--- config.mk ---
export PLATFORM = sky130hd
export DESIGN_NAME = tagged_message_deframer_unit
export DESIGN_NICKNAME = d
export VERILOG_FILES = /design/src/tmd_pkg.sv /design/src/tagged_message_deframer_unit.sv /design/src/tmd_in_stage.sv /design/src/tmd_parser.sv /design/src/tmd_out_stage.sv
export SDC_FILE = /design/constraint.sdc
export NUM_CORES = 1
export LEC_CHECK = 0
export BUFFER_PORTS_ARGS = -buffer_cell sky130_fd_sc_hd__buf_2
export CAP_MARGIN = 10
export CORE_MARGIN = 5
export CORE_UTILIZATION = 50
export DETAILED_ROUTE_END_ITERATION = 16
export PLACE_DENSITY = 0.67
export SYNTH_ARGS = -nofsm -noshare
export SYNTH_HDL_FRONTEND = slang
export SYNTH_SLANG_ARGS = --single-unit
--- constraint.sdc ---
create_clock -name clock -period 8 [get_ports clock]
set_input_delay 0 -clock clock [delete_from_list [all_inputs] [get_ports clock]]
set_output_delay 0 -clock clock [all_outputs]
set_load 0.05 [all_outputs]
--- src/tmd_pkg.sv ---
`timescale 1ns / 1ps

package tmd_pkg;

   // Framing constants
   localparam logic [31:0] MAGIC_WORD  = 32'h444D_4140;   // "DMA@"
   localparam int          HEADER_LEN  = 8;
   localparam int          TRAILER_LEN = 4;

   // Result kinds
   typedef enum logic [1:0] {
      KIND_BYTE  = 2'd0,
      KIND_GOOD  = 2'd1,
      KIND_LOST  = 2'd2,
      KIND_OTHER = 2'd3
   } kind_type;

   // Parser phase, one-hot
   typedef enum logic [2:0] {
      PH_HEADER  = 3'b001,
      PH_PAYLOAD = 3'b010,
      PH_TRAILER = 3'b100
   } phase_type;

   // Configuration register indexes
   typedef enum logic {
      REG_ACCEPTED_TYPE = 1'b0,
      REG_MAX_KEEP      = 1'b1
   } reg_index_type;

   // One result word as handed from the parser to the output register
   typedef struct packed {
      kind_type   kind;
      logic [7:0] payload_byte;
   } result_type;

   // Expected trailer byte at each position: "CMPH"
   function automatic logic [7:0] trailer_char(input logic [1:0] idx);
      logic [7:0] ch;
      case (idx)
         2'd0:    ch = 8'h43;
         2'd1:    ch = 8'h4D;
         2'd2:    ch = 8'h50;
         default: ch = 8'h48;
      endcase
      return ch;
   endfunction

endpackage

--- src/tagged_message_deframer_unit.sv ---
`timescale 1ns / 1ps

// Tagged message deframer: takes one link byte per word and parses frames of
// "DMA@", a type byte, a 24-bit big-endian size, the payload padded to even
// length and the trailer "CMPH". Kept payload bytes come out with tuser 0; each
// message closes with one word whose tuser says good (1), lost (2) or another
// type (3). One byte is taken every clock cycle when the output side keeps up;
// a byte's result reaches the output through the input register, the parser
// logic and the result register; the rate is set by the parser state update.
// Configuration (index 0 accepted type, index 1 max kept size) is to be written
// by the user between messages; the block itself does not enforce this. Values
// are sampled when a header completes.
module tagged_message_deframer_unit (
   input  logic        clock,
   input  logic        reset,
   input  logic        req_tvalid,
   output logic        req_tready,
   input  logic [7:0]  req_tdata,    // [7:0] link_byte
   output logic        rsp_tvalid,
   input  logic        rsp_tready,
   output logic [7:0]  rsp_tdata,    // [7:0] payload_byte
   output logic [1:0]  rsp_tuser,    // [1:0] kind
   input  logic        csr_we,
   input  logic        csr_index,
   input  logic [23:0] csr_wdata
);
   import tmd_pkg::*;

   logic       in_valid;
   logic [7:0] in_byte;
   logic       out_free;
   logic       advance;
   logic       res_valid;
   result_type res;

   // Held word moves into the parser when the result register has room
   assign advance = in_valid && out_free;

   tmd_in_stage u_in (
      .clock      (clock),
      .reset      (reset),
      .req_tvalid (req_tvalid),
      .req_tready (req_tready),
      .req_tdata  (req_tdata),
      .advance    (advance),
      .in_valid   (in_valid),
      .in_byte    (in_byte)
   );

   tmd_parser u_parser (
      .clock     (clock),
      .reset     (reset),
      .step      (advance),
      .link_byte (in_byte),
      .csr_we    (csr_we),
      .csr_index (csr_index),
      .csr_wdata (csr_wdata),
      .res_valid (res_valid),
      .res       (res)
   );

   tmd_out_stage u_out (
      .clock      (clock),
      .reset      (reset),
      .advance    (advance),
      .res_valid  (res_valid),
      .res        (res),
      .out_free   (out_free),
      .rsp_tvalid (rsp_tvalid),
      .rsp_tready (rsp_tready),
      .rsp_tdata  (rsp_tdata),
      .rsp_tuser  (rsp_tuser)
   );

endmodule

--- src/tmd_in_stage.sv ---
`timescale 1ns / 1ps

module tmd_in_stage (
   input  logic       clock,
   input  logic       reset,
   input  logic       req_tvalid,
   output logic       req_tready,
   input  logic [7:0] req_tdata,    // [7:0] link_byte
   input  logic       advance,
   output logic       in_valid,
   output logic [7:0] in_byte
);

   logic       in_valid_ff;
   logic       in_valid_in;
   logic [7:0] in_byte_ff;

   // Slot is free when empty or when the held word moves on this cycle
   assign req_tready = !in_valid_ff || advance;

   always_comb begin
      if (req_tvalid && req_tready) begin
         in_valid_in = 1'b1;
      end else if (advance) begin
         in_valid_in = 1'b0;
      end else begin
         in_valid_in = in_valid_ff;
      end
   end

   always_ff @(posedge clock) begin
      if (reset) begin
         in_valid_ff <= 1'b0;
      end else begin
         in_valid_ff <= in_valid_in;
      end
   end

   // Data word, no reset needed
   always_ff @(posedge clock) begin
      if (req_tvalid && req_tready) begin
         in_byte_ff <= req_tdata;
      end
   end

   assign in_valid = in_valid_ff;
   assign in_byte  = in_byte_ff;

endmodule

--- src/tmd_parser.sv ---
`timescale 1ns / 1ps

module tmd_parser (
   input  logic                clock,
   input  logic                reset,
   input  logic                step,
   input  logic [7:0]          link_byte,
   input  logic                csr_we,
   input  logic                csr_index,
   input  logic [23:0]         csr_wdata,
   output logic                res_valid,
   output tmd_pkg::result_type res
);
   import tmd_pkg::*;

   // Configuration
   logic [7:0]  accepted_type_ff;
   logic [23:0] max_keep_ff;

   // Frame state
   phase_type   phase_ff, phase_in;
   logic [23:0] byte_count_ff, byte_count_in;
   logic [55:0] header_ff, header_in;
   logic [23:0] payload_size_ff, payload_size_in;
   logic [23:0] last_idx_ff, last_idx_in;
   logic        passing_ff, passing_in;
   logic        type_match_ff, type_match_in;
   logic        trailer_bad_ff, trailer_bad_in;

   logic [63:0] hdr_word;
   logic [23:0] new_size;
   logic        bad_now;

   assign hdr_word = {header_ff, link_byte};
   assign new_size = hdr_word[23:0];
   assign bad_now  = trailer_bad_ff || (link_byte != trailer_char(byte_count_ff[1:0]));

   // Configuration writes
   always_ff @(posedge clock) begin
      if (reset) begin
         accepted_type_ff <= 8'd1;
         max_keep_ff      <= 24'd1024;
      end else if (csr_we) begin
         case (csr_index)
            REG_ACCEPTED_TYPE: accepted_type_ff <= csr_wdata[7:0];
            REG_MAX_KEEP:      max_keep_ff      <= csr_wdata;
            default:           ;
         endcase
      end
   end

   // Next state and result for the word in the input register
   always_comb begin
      phase_in        = phase_ff;
      byte_count_in   = byte_count_ff;
      header_in       = header_ff;
      payload_size_in = payload_size_ff;
      last_idx_in     = last_idx_ff;
      passing_in      = passing_ff;
      type_match_in   = type_match_ff;
      trailer_bad_in  = trailer_bad_ff;
      res_valid       = 1'b0;
      res.kind        = KIND_BYTE;
      res.payload_byte = 8'd0;

      case (phase_ff)
         PH_PAYLOAD: begin
            // pad byte and dropped payloads give nothing
            if (passing_ff && (byte_count_ff < payload_size_ff)) begin
               res_valid        = 1'b1;
               res.payload_byte = link_byte;
            end
            if (byte_count_ff >= last_idx_ff) begin
               phase_in      = PH_TRAILER;
               byte_count_in = 24'd0;
            end else begin
               byte_count_in = byte_count_ff + 24'd1;
            end
         end

         PH_TRAILER: begin
            if (byte_count_ff[1:0] != 2'(TRAILER_LEN - 1)) begin
               byte_count_in  = {22'd0, byte_count_ff[1:0]} + 24'd1;
               trailer_bad_in = bad_now;
            end else begin
               phase_in      = PH_HEADER;
               byte_count_in = 24'd0;
               header_in     = 56'd0;
               res_valid     = 1'b1;
               if (bad_now) begin
                  res.kind = KIND_LOST;
               end else if (type_match_ff) begin
                  res.kind = passing_ff ? KIND_GOOD : KIND_LOST;
               end else begin
                  res.kind = KIND_OTHER;
               end
            end
         end

         default: begin
            // header collection
            phase_in  = PH_HEADER;
            header_in = hdr_word[55:0];
            if (byte_count_ff[2:0] != 3'(HEADER_LEN - 1)) begin
               byte_count_in = {21'd0, byte_count_ff[2:0]} + 24'd1;
            end else if (hdr_word[63:32] != MAGIC_WORD) begin
               // wrong magic: report and start over
               byte_count_in = 24'd0;
               header_in     = 56'd0;
               res_valid     = 1'b1;
               res.kind      = KIND_LOST;
            end else begin
               payload_size_in = new_size;
               last_idx_in     = new_size - {23'd0, ~new_size[0]};
               type_match_in   = (hdr_word[31:24] == accepted_type_ff);
               passing_in      = (hdr_word[31:24] == accepted_type_ff)
                                 && (new_size <= max_keep_ff);
               trailer_bad_in  = 1'b0;
               byte_count_in   = 24'd0;
               phase_in        = (new_size == 24'd0) ? PH_TRAILER : PH_PAYLOAD;
            end
         end
      endcase
   end

   always_ff @(posedge clock) begin
      if (reset) begin
         phase_ff        <= PH_HEADER;
         byte_count_ff   <= 24'd0;
         header_ff       <= 56'd0;
         payload_size_ff <= 24'd0;
         passing_ff      <= 1'b0;
         type_match_ff   <= 1'b0;
         trailer_bad_ff  <= 1'b0;
      end else if (step) begin
         phase_ff        <= phase_in;
         byte_count_ff   <= byte_count_in;
         header_ff       <= header_in;
         payload_size_ff <= payload_size_in;
         passing_ff      <= passing_in;
         type_match_ff   <= type_match_in;
         trailer_bad_ff  <= trailer_bad_in;
      end
   end

   // Only meaningful in payload phase, set with the header
   always_ff @(posedge clock) begin
      if (step) begin
         last_idx_ff <= last_idx_in;
      end
   end

   // Checks
   a_payload_count: assert property (@(posedge clock) disable iff (reset)
      phase_ff == PH_PAYLOAD |-> byte_count_ff <= last_idx_ff)
      else $error("payload count beyond padded length");

   a_trailer_count: assert property (@(posedge clock) disable iff (reset)
      phase_ff == PH_TRAILER |-> byte_count_ff < 24'(TRAILER_LEN))
      else $error("trailer count out of range");

   a_header_count: assert property (@(posedge clock) disable iff (reset)
      phase_ff == PH_HEADER |-> byte_count_ff < 24'(HEADER_LEN))
      else $error("header count out of range");

   a_byte_only_kept: assert property (@(posedge clock) disable iff (reset)
      step && res_valid && res.kind == KIND_BYTE |-> passing_ff && phase_ff == PH_PAYLOAD)
      else $error("payload byte from a dropped message");

endmodule

--- src/tmd_out_stage.sv ---
`timescale 1ns / 1ps

module tmd_out_stage (
   input  logic                clock,
   input  logic                reset,
   input  logic                advance,
   input  logic                res_valid,
   input  tmd_pkg::result_type res,
   output logic                out_free,
   output logic                rsp_tvalid,
   input  logic                rsp_tready,
   output logic [7:0]          rsp_tdata,   // [7:0] payload_byte
   output logic [1:0]          rsp_tuser    // [1:0] kind
);
   import tmd_pkg::*;

   logic       rsp_valid_ff;
   logic       rsp_valid_in;
   result_type rsp_word_ff;

   // Register can take a new word when empty or being drained
   assign out_free = !rsp_valid_ff || rsp_tready;

   always_comb begin
      if (advance) begin
         rsp_valid_in = res_valid;
      end else begin
         rsp_valid_in = rsp_valid_ff && !rsp_tready;
      end
   end

   always_ff @(posedge clock) begin
      if (reset) begin
         rsp_valid_ff <= 1'b0;
      end else begin
         rsp_valid_ff <= rsp_valid_in;
      end
   end

   always_ff @(posedge clock) begin
      if (advance && res_valid) begin
         rsp_word_ff <= res;
      end
   end

   assign rsp_tvalid = rsp_valid_ff;
   assign rsp_tdata  = rsp_word_ff.payload_byte;
   assign rsp_tuser  = rsp_word_ff.kind;

endmodule
# Word-level counts from Yosys, hierarchy flattened
# Index checks and enable logic that the tools add are counted.
[word_totals]
output_inout_bits = 12
inputBits = 38
wordCells = 99
register_bits = 186
[classes]
reduce_logical = 23
mux = 34
eq_ne = 14
n_bitwise = 6
n_addsub = 4
order_cmp = 3
[ops]
columns = ["op", "n"]
rows = [
  ["56-bit 2-to-1 mux", 3],
  ["56-bit case mux with 2 select lines", 1],
  ["24-bit 2-to-1 mux", 3],
  ["24-bit case mux with 2 select lines", 1],
  ["32-bit by 31-bit inequality test with 1-bit output (second input constant)", 1],
  ["24-bit by 1-bit adder with 24-bit output (second input constant)", 1],
  ["24-bit >= comparator", 1],
  ["24-bit less-or-equal comparator", 1],
  ["24-bit zero test", 1],
  ["24-bit < comparator", 1],
  ["24-bit by 1-bit subtractor with 24-bit output", 1],
  ["3-bit 2-to-1 mux", 5],
  ["5-bit case mux with 3 select lines", 1],
  ["2-bit 2-to-1 mux", 6],
  ["1-bit 2-to-1 mux", 10],
  ["8-bit equality test", 1],
  ["2-bit inequality test (second input constant)", 4],
  ["8-bit by 7-bit inequality test with 1-bit output", 1],
  ["1-bit logical AND", 6],
  ["1-bit inverter", 6],
  ["3-bit case mux with 2 select lines", 1],
  ["2-bit AND reduction", 3],
  ["3-bit AND reduction", 2],
  ["5-bit AND reduction", 1],
  ["other kinds (16)", 22],
]

# Logic depth before layout (Yosys ltp)
[logic_depth]
word_depth = 7
mapped_depth = 10
ltp_nobuf = 9

# By module
# Synthesis repeated with hierarchy kept, for this count alone.
[hier_totals]
hier_cells = 1054
area_unflattened_um2 = 9330.2
[modules_own_cells]
columns = ["module", "n_inst", "area_each_um2", "cells_per_inst", "seq_area_each_um2"]
rows = [
  ["tmd_parser", 1, 8668.3, 1025, 3533.4],
  ["tmd_out_stage", 1, 360.3, 15, 320.3],
  ["tmd_in_stage", 1, 295.3, 13, 260.2],
  ["tagged_message_deframer_unit", 1, 6.3, 1, 0.0],
]

# Worst setup path after synthesis
# Ideal clock, no wire load.
[synth_timing]
path_kind = "register to register"
from = "register u_parser.payload_size_ff[17]"
to = "register u_out.rsp_word_ff, in the netlist u_out.rsp_tdata[0] (enable)"
n_path_buf = 0
synth_period_minus_slack_ns = 2.595
setup_ns = 0.376
arrival_time_ns = 2.219
t_required_ns = 7.624
path_slack_ns = 5.405
path_stages_with_launch = 10
cell_sequence = "dfxtp_1 inv_1 ha_1 a21oi_1 o21ai_0 a2111oi_0 o211ai_1 a21oi_1 nor2_1 nor2_1"
[synth_via]
elab_chain_cells = 5
[synth_lines]
columns = ["item", "line", "text"]
rows = [
  ["from (decl)", "tmd_parser.sv:24", "logic [23:0] payload_size_ff, payload_size_in;"],
  ["from (signal assigned)", "tmd_parser.sv:139", "payload_size_ff <= payload_size_in;"],
  ["24-bit < comparator", "tmd_parser.sv:69", "if (passing_ff && (byte_count_ff < payload_size_ff)) begin"],
  ["1-bit logical AND", "tmd_parser.sv:69", ""],
  ["1-bit 2-to-1 mux", "tmd_parser.sv:69", ""],
  ["1-bit case mux with 2 select lines", "tmd_parser.sv:66", "case (phase_ff)"],
  ["1-bit logical AND", "tmd_out_stage.sv:41", "if (advance && res_valid) begin"],
  ["to (signal assigned)", "tmd_out_stage.sv:42", "rsp_word_ff <= res;"],
  ["to (decl)", "tmd_out_stage.sv:19", "result_type rsp_word_ff;"],
]
# No other way between the ends.
# A chain may end at the register's enable or synchronous reset.

# Final worst setup path
[layout_timing]
from = "register u_parser.byte_count_ff[17]"
to = "register u_out.rsp_word_ff, in the netlist u_out.rsp_tdata[2] (enable)"
[layout_via]
elab_chain_cells = 5
[layout_lines]
columns = ["item", "line", "text"]
rows = [
  ["from (decl)", "tmd_parser.sv:22", "logic [23:0] byte_count_ff, byte_count_in;"],
  ["from (signal assigned)", "tmd_parser.sv:137", "byte_count_ff <= byte_count_in;"],
  ["24-bit < comparator", "tmd_parser.sv:69", ""],
  ["1-bit logical AND", "tmd_parser.sv:69", ""],
  ["1-bit 2-to-1 mux", "tmd_parser.sv:69", ""],
  ["1-bit case mux with 2 select lines", "tmd_parser.sv:66", ""],
  ["1-bit logical AND", "tmd_out_stage.sv:41", ""],
]
# No other way between the ends.

==> results.cfg <==
[synthesis]
synth_top_cell_by_area = dfxtp_1
synth_edf_count = 41
synth-seq-cells = 185
async_flop_share = 0
synth.area.top_cells = dfxtp_1 (31%), edfxtp_1 (13%), ha_1 (10%)
seq_area_frac_synth = 0.447
synthDominantCellAreaShare = 0.313
synth.distinct_cells = 53
avgSynthCellArea_um2 = 8.82
synthFlopType = dfxtp_1
synth_cells = 1044
syn-cell-area_um2 = 9210
yosysWarnings = 0
syn-num-nets = 1158

[floorplanning]
die_width_um = 146
num_rows = 49
io-pin-count = 50
start_util = 0.511
core_area_um2 = 18000
die-area_um2 = 21200
die_h_um = 146

[global_routing]
grt_antenna_before_repair = 0
grt_pass1_wl_um = 36800
grt_overflow = 0
grtUsageTotal = 0.211
grt_max_degree = 108
grt_pass1_vias = 7136

[routing]
drc = 0
drtIter0Drc = 515
ant_nets = 0
dr.pass1.iters = 5
vias_per_cell = 5.53
drt_wl_total_um = 22600
wire_per_inst_um = 16.8
vias = 7426

[clocking]
cts_tree = built
clock_latency_ns = 0.44
clock-root-buffer = clkbuf_16
cts_htree_levels = 4
cts.sinks = 185
max-clock-path-buffers = 2
clk_pin_slew_ns = 0.08
numCtsBuffers = 17

[critical_path]
r2r_start = u_parser.byte_count_ff[17]
startpoint_type = flop
worstSetupPathType = reg -> reg
worstPathRequired_ns = 8.06
worstPathMaxFanout = 10
r2r_slack_ns = 4.72
reg2reg_to = u_out.rsp_tdata[2]
worstSetupEndpointType = flop
endpoint = u_out.rsp_tdata[2]
r2r_cells = 8
crit_arrival_ns = 3.34
worstSetupStartpoint = u_parser.byte_count_ff[17]

[layout]
final_util = 0.585
nets = 1215
seqCellArea_um2 = 4110
drive_above_1_share = 0.0969
final_cells = 1343
syn_to_final_growth_pct = 14.6
antennaDiodeCount = 0
multi_input_area_um2 = 4580
final.fill_count = 1607

[placed_design]
dp_hpwl_um = 15400
gp_congestion = 0.834
portBuffers = 49
place_inst = 1274

[power]
ir_drop_mv = 0.146
p_per_area_nw_per_um2 = 187
p_leak_uw = 0.00415
power_uw = 1980

[sta]
maxSlewViolCount = 0
fin_skew_ns = 0.0131
clock.fmax_mhz = 305
worst_pin_slew_ns = 1.11
rsz0062_at_grt = no
finalSetupTns_ns = 0
hold_viol = 0
min_period_ns = 3.28
relSlewSlack = 0.259
setup_viol = 0
fin_crit_sh = 0.410

[run]
drv_cap = 0

[outcome]
outcome = complete, no violations

[worst_hold_path]
hold_class = in -> reg
## area by class of cell
class                   count  area share
clock buffers              17      0.0403
clock inverters            15      0.0181
inverters                  83      0.0295
multi-input cells         725       0.434
flip-flops and latches    185       0.390
well taps                 229      0.0272
repair buffers             89      0.0607
## state kept, by name, indices dropped and copies added, names as in the netlist, 8 cells and up
name and flops:
u_parser.header_ff 56, u_parser.byte_count_ff 24, u_parser.max_keep_ff 24, u_parser.payload_size_ff 24, u_parser.last_idx_ff 23, u_in.in_byte 8, u_out.rsp_tdata 8, u_parser.accepted_type_ff 8
## critical path, stage by stage, from the launching register on
cell,delay [ns]
dfxtp_1,0.42
ha_1,0.28
a21oi_1,0.14
o21ai_0,0.12
a2111oi_0,0.42
o211ai_1,0.21
a21oi_1,0.56
nor2_1,0.11
nor2_1,0.65
## cells in the final DEF, fill, tap and decap left out, drive strengths merged, types with 22 or more instances in the layout
cell         instances
a21oi               89
a22oi               56
buf                 52
dfxtp              144
dlygate4sd3         37
edfxtp              41
ha                  76
inv                 92
nand2              165
nand3               25
nand4               22
nor2               100
xnor2               23
## synthesized netlist by cell type, types with 3 or more instances
cell	instances
nand4_1	22
and2_1	12
nand3_1	25
o21ai_0	18
o311ai_2	7
a21oi_1	89
a2111oi_0	4
o211ai_1	6
a31oi_1	5
a21o_1	12
clkbuf_1	39
nand2_1	163
nor4_1	9
nor3_1	14
nor4b_1	7
or3_1	3
buf_2	12
dfxtp_1	144
nand2b_1	6
nor2_1	100
a22oi_1	56
or2_2	3
ha_1	76
xor2_1	19
nor2b_1	6
o22ai_1	3
xnor2_1	23
edfxtp_1	41
inv_1	83
and3_1	8
## logic make-up (layout without fill, tap and decap cells)
family | after synthesis | in the layout | share of synthesized area
flip-flops | 185 | 185 | 0.447
AO/OA/AOI/OAI | 211 | 211 | 0.151
XOR/XNOR | 42 | 42 | 0.0399
adder cells (fa/ha/maj) | 76 | 76 | 0.103
buffers and inverters | 134 | 204 | 0.0563
AND/OR/NAND/NOR | 396 | 396 | 0.202
## worst min-delay path by stage
stage	depth (start not counted)	startpoint	slack, ns	to
5_1_grt	3	rsp_tready	0.05	u_out.rsp_tvalid
6_report	3	rsp_tready	0.06	u_out.rsp_tvalid
2_1_floorplan	0	req_tdata[0]	0.1	u_in.in_byte[0]
3_3_place_gp	1	req_tdata[0]	0.18	u_in.in_byte[0]
3_5_place_dp	1	req_tdata[0]	0.18	u_in.in_byte[0]
4_1_cts	3	rsp_tready	0.04	u_out.rsp_tvalid
## report_power, final
group          internal (uW)  total (uW)  leakage (uW)  switching (uW)
registers                966         989       0.00157            23.0
logic                   53.5         125       0.00228            71.6
clock network            430         864      0.000300             434
## through the flow
stage	cell area (um2)	setup WS, ns	hold WS (ns)
global route	10600	4.35	0.0538
finish	10600	4.72	0.0556
detailed placement	9560	4.70	0.180
CTS	10600	4.68	0.0364
global placement	9560	4.75	0.177
floorplan	9210	5.40	0.0989
## repair_timing
| action | CTS | global route |
|---|---|---|
| resized for setup | 0 | 0 |
| buffers inserted | 0 | 0 |
| hold buffers | 37 | 0 |
| hold endpoints to repair | 57 | 0 |
## routing by layer
metal	global-route usage	up-vias	share of wire	wire length, um
met1	0.288	3503	0.46	10500
met5	0	-	0	0
met3	0.0427	31	0.040	897
met4	0.0653	0	0.021	481
li1	-	3743	-	-
met2	0.339	149	0.47	10700
Note: power is estimated with default switching activity, not from simulation.
